<file path="src/hw/rtl/sorted_timestamp_set_macros.svh">
// Assertion macros for the sorted time stamp set.
// No dependencies; the asserting modules include this file.
`ifndef SORTED_TIMESTAMP_SET_MACROS_SVH
`define SORTED_TIMESTAMP_SET_MACROS_SVH

`ifndef ASSERT_OFF
`define STS_ASSERT(label, prop, msg) \
  label: assert property (@(posedge clk) disable iff (rst) prop) else $error(msg);
`define STS_ASSERT_ALWAYS(label, prop, msg) \
  label: assert property (@(posedge clk) prop) else $error(msg);
`else
`define STS_ASSERT(label, prop, msg)
`define STS_ASSERT_ALWAYS(label, prop, msg)
`endif

`endif

</file>
<file path="src/hw/rtl/sts_pkg.sv">
// Shared types and constants of the sorted time stamp set.
// No dependencies.
package sts_pkg;

  localparam int POS_BITS   = 6;
  localparam int COUNT_BITS = 7;
  localparam int OUT_STAMP_BITS = 32;

  typedef enum logic [2:0] {
    CMD_INSERT = 3'd0,
    CMD_REMOVE = 3'd1,
    CMD_FIND   = 3'd2,
    CMD_READ   = 3'd3,
    CMD_NEAR   = 3'd4,
    CMD_BEFORE = 3'd5,
    CMD_CLEAR  = 3'd6
  } cmd_t;

  typedef enum logic [1:0] {
    ST_OK        = 2'd0,
    ST_NOT_FOUND = 2'd1,
    ST_FULL      = 2'd2,
    ST_RANGE     = 2'd3
  } status_t;

  typedef enum logic [1:0] {
    S_IDLE,
    S_SEL,
    S_FIN
  } state_t;

  typedef enum logic [1:0] {
    OP_HOLD,
    OP_INSERT,
    OP_REMOVE
  } cell_op_t;

  typedef struct packed {
    cell_op_t op;
    logic     capture;
  } cell_ctrl_t;

endpackage

</file>
<file path="src/hw/rtl/sts_cell.sv">
// One cell of the stamp chain: holds one stamp and its compare flags.
// Depends on sts_pkg.
module sts_cell import sts_pkg::*; #(
  parameter int SW    = 32,
  parameter int CNTW  = 7,
  parameter int INDEX = 0
) (
  input  logic               clk,
  input  cell_ctrl_t         ctrl,
  input  logic [SW-1:0]      cmp_stamp,
  input  logic [SW-1:0]      ins_stamp,
  input  logic [CNTW-1:0]    count,
  input  logic [POS_BITS-1:0] rm_pos,
  input  logic [SW-1:0]      prev_val,
  input  logic               prev_lt,
  input  logic [SW-1:0]      next_val,
  input  logic               next_lt,
  output logic [SW-1:0]      val,
  output logic               lt,
  output logic               eq,
  output logic               first,
  output logic               last_lt
);

  logic          valid;
  logic [SW-1:0] val_next;

  assign valid = INDEX < int'(count);

  always_comb begin
    val_next = val;
    case (ctrl.op)
      OP_INSERT: begin
        if (!lt) begin
          val_next = prev_lt ? ins_stamp : prev_val;
        end
      end
      OP_REMOVE: begin
        if (INDEX >= int'(rm_pos)) begin
          val_next = next_val;
        end
      end
      default: val_next = val;
    endcase
  end

  always_ff @(posedge clk) begin
    val <= val_next;
    if (ctrl.capture) begin
      lt <= valid && (val < cmp_stamp);
      eq <= valid && (val == cmp_stamp);
    end
  end

  assign first   = !lt && prev_lt;
  assign last_lt = lt && !next_lt;

endmodule

</file>
<file path="config.mk">
export PLATFORM = sky130hd
export DESIGN_NAME = sts_cell
export DESIGN_NICKNAME = d
export VERILOG_FILES = /design/src/hw/rtl/sorted_timestamp_set_macros.svh /design/src/hw/rtl/sts_pkg.sv /design/src/hw/rtl/sts_cell.sv
export SDC_FILE = /design/constraint.sdc
export NUM_CORES = 1
export LEC_CHECK = 0
export BUFFER_PORTS_ARGS = -buffer_cell sky130_fd_sc_hd__buf_2
export CAP_MARGIN = 40
export CORE_ASPECT_RATIO = 0.7
export CORE_MARGIN = 2
export CORE_UTILIZATION = 42
export DETAILED_ROUTE_END_ITERATION = 8
export PLACE_DENSITY_LB_ADDON = 0.1
export SLEW_MARGIN = 25
export SYNTH_ARGS = -nofsm -noshare
export SYNTH_HDL_FRONTEND = slang
export SYNTH_SLANG_ARGS = --single-unit
</file>
<file path="constraint.sdc">
create_clock -name clk -period 3.6 [get_ports clk]
set_input_delay 0 -clock clk [delete_from_list [all_inputs] [get_ports clk]]
set_output_delay 0 -clock clk [all_outputs]
set_load 0.02 [all_outputs]
</file>
==> run_results.csv <==
group,metric,value,unit
cts,clock_path_buffers,2,
critical_path,crit_arrival,1.89,ns
hold_path,hold_class,"primary input to flip-flop",
sta,drv_slew,0,
cells_and_area,final-seq-area,1020,um2
cts,cts_htree_levels,2,
drt,routed_via_density,4.90,
cells_and_area,multi_input_area,1380,um2
critical_path,path_max_fanout,3,
floorplanning,core_area,5780,um2
logic_synthesis,ys.flop_type,"edfxtp_1",
logic_synthesis,synthTopCellsByArea,"edfxtp_1 40%, ha_1 16%, mux2i_1 13%",
global_route,grt.total_usage,21.6,%
cts,clock_sinks,34,
sta,whs,0.00678,ns
logic_synthesis,ys_seq_area_share,40.0,%
sta,fmax,0.541,GHz
logic_synthesis,synth_most_common_cell,"nand2_1",
cells_and_area,fin_area,3800,um2
cts,cts_buffers,5,
sta,worst_slew_pin_slew,0.557,ns
power,peakVddDrop,0.000147,V
cells_and_area,diodes,0,
placement,dpl_cell_area,3590,um2
sta,rsz0062_at_grt,"false",
global_route,grt_pass1_wl,11700,um
cts,hold_buffers,13,
outcome,status,"complete, no violations",
logic_synthesis,async_flop_share,0,%
drt,drc,0,
power,leakage,1.98,nW
drt,wl_per_cell,13.4,um
logic_synthesis,synth_area,2550,um2
drt,num_vias,2632,
global_route,grt.overflow.total,0,
sta,min_period,1.85,ns
cts,cts_resized,0,
floorplanning,initial_core_util,44.1,%
logic_synthesis,synth_top_area_share,40.0,%
cts,path_clk_slew,0.07,ns
global_route,grt_pass1_vias,2610,
logic_synthesis,syn_avg_cell_area,9.56,um2
cts,clk_latency,0.28,ns
cts,cts-root-buf,"clkbuf_8",
cells_and_area,syn2layout_area_growth,49.0,%
floorplanning,io_pins,183,
floorplanning,die_h,69.2,um
logic_synthesis,synth_edf_count,34,
sta,setup_viol,0,
logic_synthesis,yosys.area.top_type,"edfxtp_1",
job,maxCapViolCount,0,
logic_synthesis,synth_cell_type_count,26,
floorplanning,die_area,6720,um2
logic_synthesis,ys_ff_latch,34,
sta,slew_headroom,62.7,%
cts,cts_tree,"yes",
cells_and_area,nets,640,
placement,io_buffers,182,
power,power_density,265,nW/um2
placement,dp_hpwl,6040,um
floorplanning,std_cell_rows,23,
drt,drtIter0Drc,95,
logic_synthesis,ys_top_cells_by_count,"42 x nand2_1, 38 x o21ai_0, 34 x edfxtp_1, 33 x inv_1",
drt,detail-route-antenna-nets,0,
logic_synthesis,synth_nets,446,
sta,hold_viol_final,0,
critical_path,required,3.64,ns
global_route,antenna_found_initial,0,
cells_and_area,fillers,518,
logic_synthesis,yosys_warnings,0,
global_route,grt_max_degree,65,
sta,finalSetupTns,0,ns
drt,routed_wl,7200,um
placement,gp_congestion,0.802,
drt,dr.pass1.iters,8,
power,power.total,1.01,mW
sta,post-route-period-util,51.4,%
critical_path,critical_path_class,"flip-flop to flip-flop",
critical_path,cp-start-kind,"flip-flop",
floorplanning,die_x,97.2,um
sta,clock_skew,0.00755,ns
cts,cts_setup_buffers,0,
logic_synthesis,syn_inst,267,
cells_and_area,final_util,65.7,%
critical_path,end_kind,"flip-flop",
cells_and_area,drive_gt1_share,42.2,%
## per-stage QoR
step | setup WS, ns | instances
global placement | 1.81 | 514
CTS | 1.71 | 537
finish | 1.75 | 537
floorplan | 0.172 | 267
detailed placement | 1.73 | 516
global route | 1.62 | 537
## worst max-delay path, stage by stage, from the launching register on
cell	delay (ns)
edfxtp_1	0.38
ha_1	0.34
nand4_1	0.19
nor4_1	0.35
o21ai_0	0.15
o211ai_1	0.11
a21oi_1	0.09
## routing by layer
layer  track usage (%)  part of all wire (%)
met1              27.4                    44
met2              36.8                    48
met3              5.95                   7.2
met4              5.16                  0.94
met5                 0                     0
## cell type report
| type | instances | area share (%) |
|---|---|---|
| multi-input cells | 189 | 36.2 |
| clock inverters | 2 | 0.230 |
| inverters | 33 | 3.26 |
| well taps | 75 | 2.47 |
| repair buffers | 198 | 29.0 |
| flip-flops and latches | 34 | 26.9 |
| clock buffers | 6 | 1.91 |
## power breakdown
group / total, mW / leakage (nW) / internal, mW / switching (mW)
clock network: 0.267 / 0.0426 / 0.133 / 0.134
logic: 0.275 / 1.62 / 0.140 / 0.135
registers: 0.467 / 0.315 / 0.459 / 0.00771
## flip-flops by register name, indices dropped and copies added, names as in the netlist
register	flops
eq	1
lt	1
val	32
## cells by family after synthesis
family                   synth area share (%)
AO/OA/AOI/OAI                            12.0
adder cells (fa/ha/maj)                  15.7
buffers and inverters                    6.72
flip-flops                               40.0
multiplexers                             12.6
AND/OR/NAND/NOR                          13.0
## worst paths after layout
path / startpoint / slack [ns] / endpoint / cells past startpoint
worst max-delay path: val[14] / 1.75 / lt / 6
worst min-delay path: next_val[20] / 0.007 / val[20] / 3
worst max register to register: val[14] / 1.75 / lt / 6
worst min register to register: val[31] / 0.80 / lt / 4
## cells in the final DEF, fill, tap and decap left out, types with 2 or more instances in the layout
cell type	count
buf_2	182
nand2_1	42
o21ai_0	37
edfxtp_1	34
inv_1	33
mux2i_1	32
ha_1	32
a21oi_1	13
dlygate4sd3_1	13
clkbuf_8	5
nor2_1	4
nor2b_1	3
nand3_1	3
and4_1	3
nand4_1	3
nand2b_1	2
nor4_1	2
a21o_1	2
buf_16	2
Power figures use the tool's default switching activity.
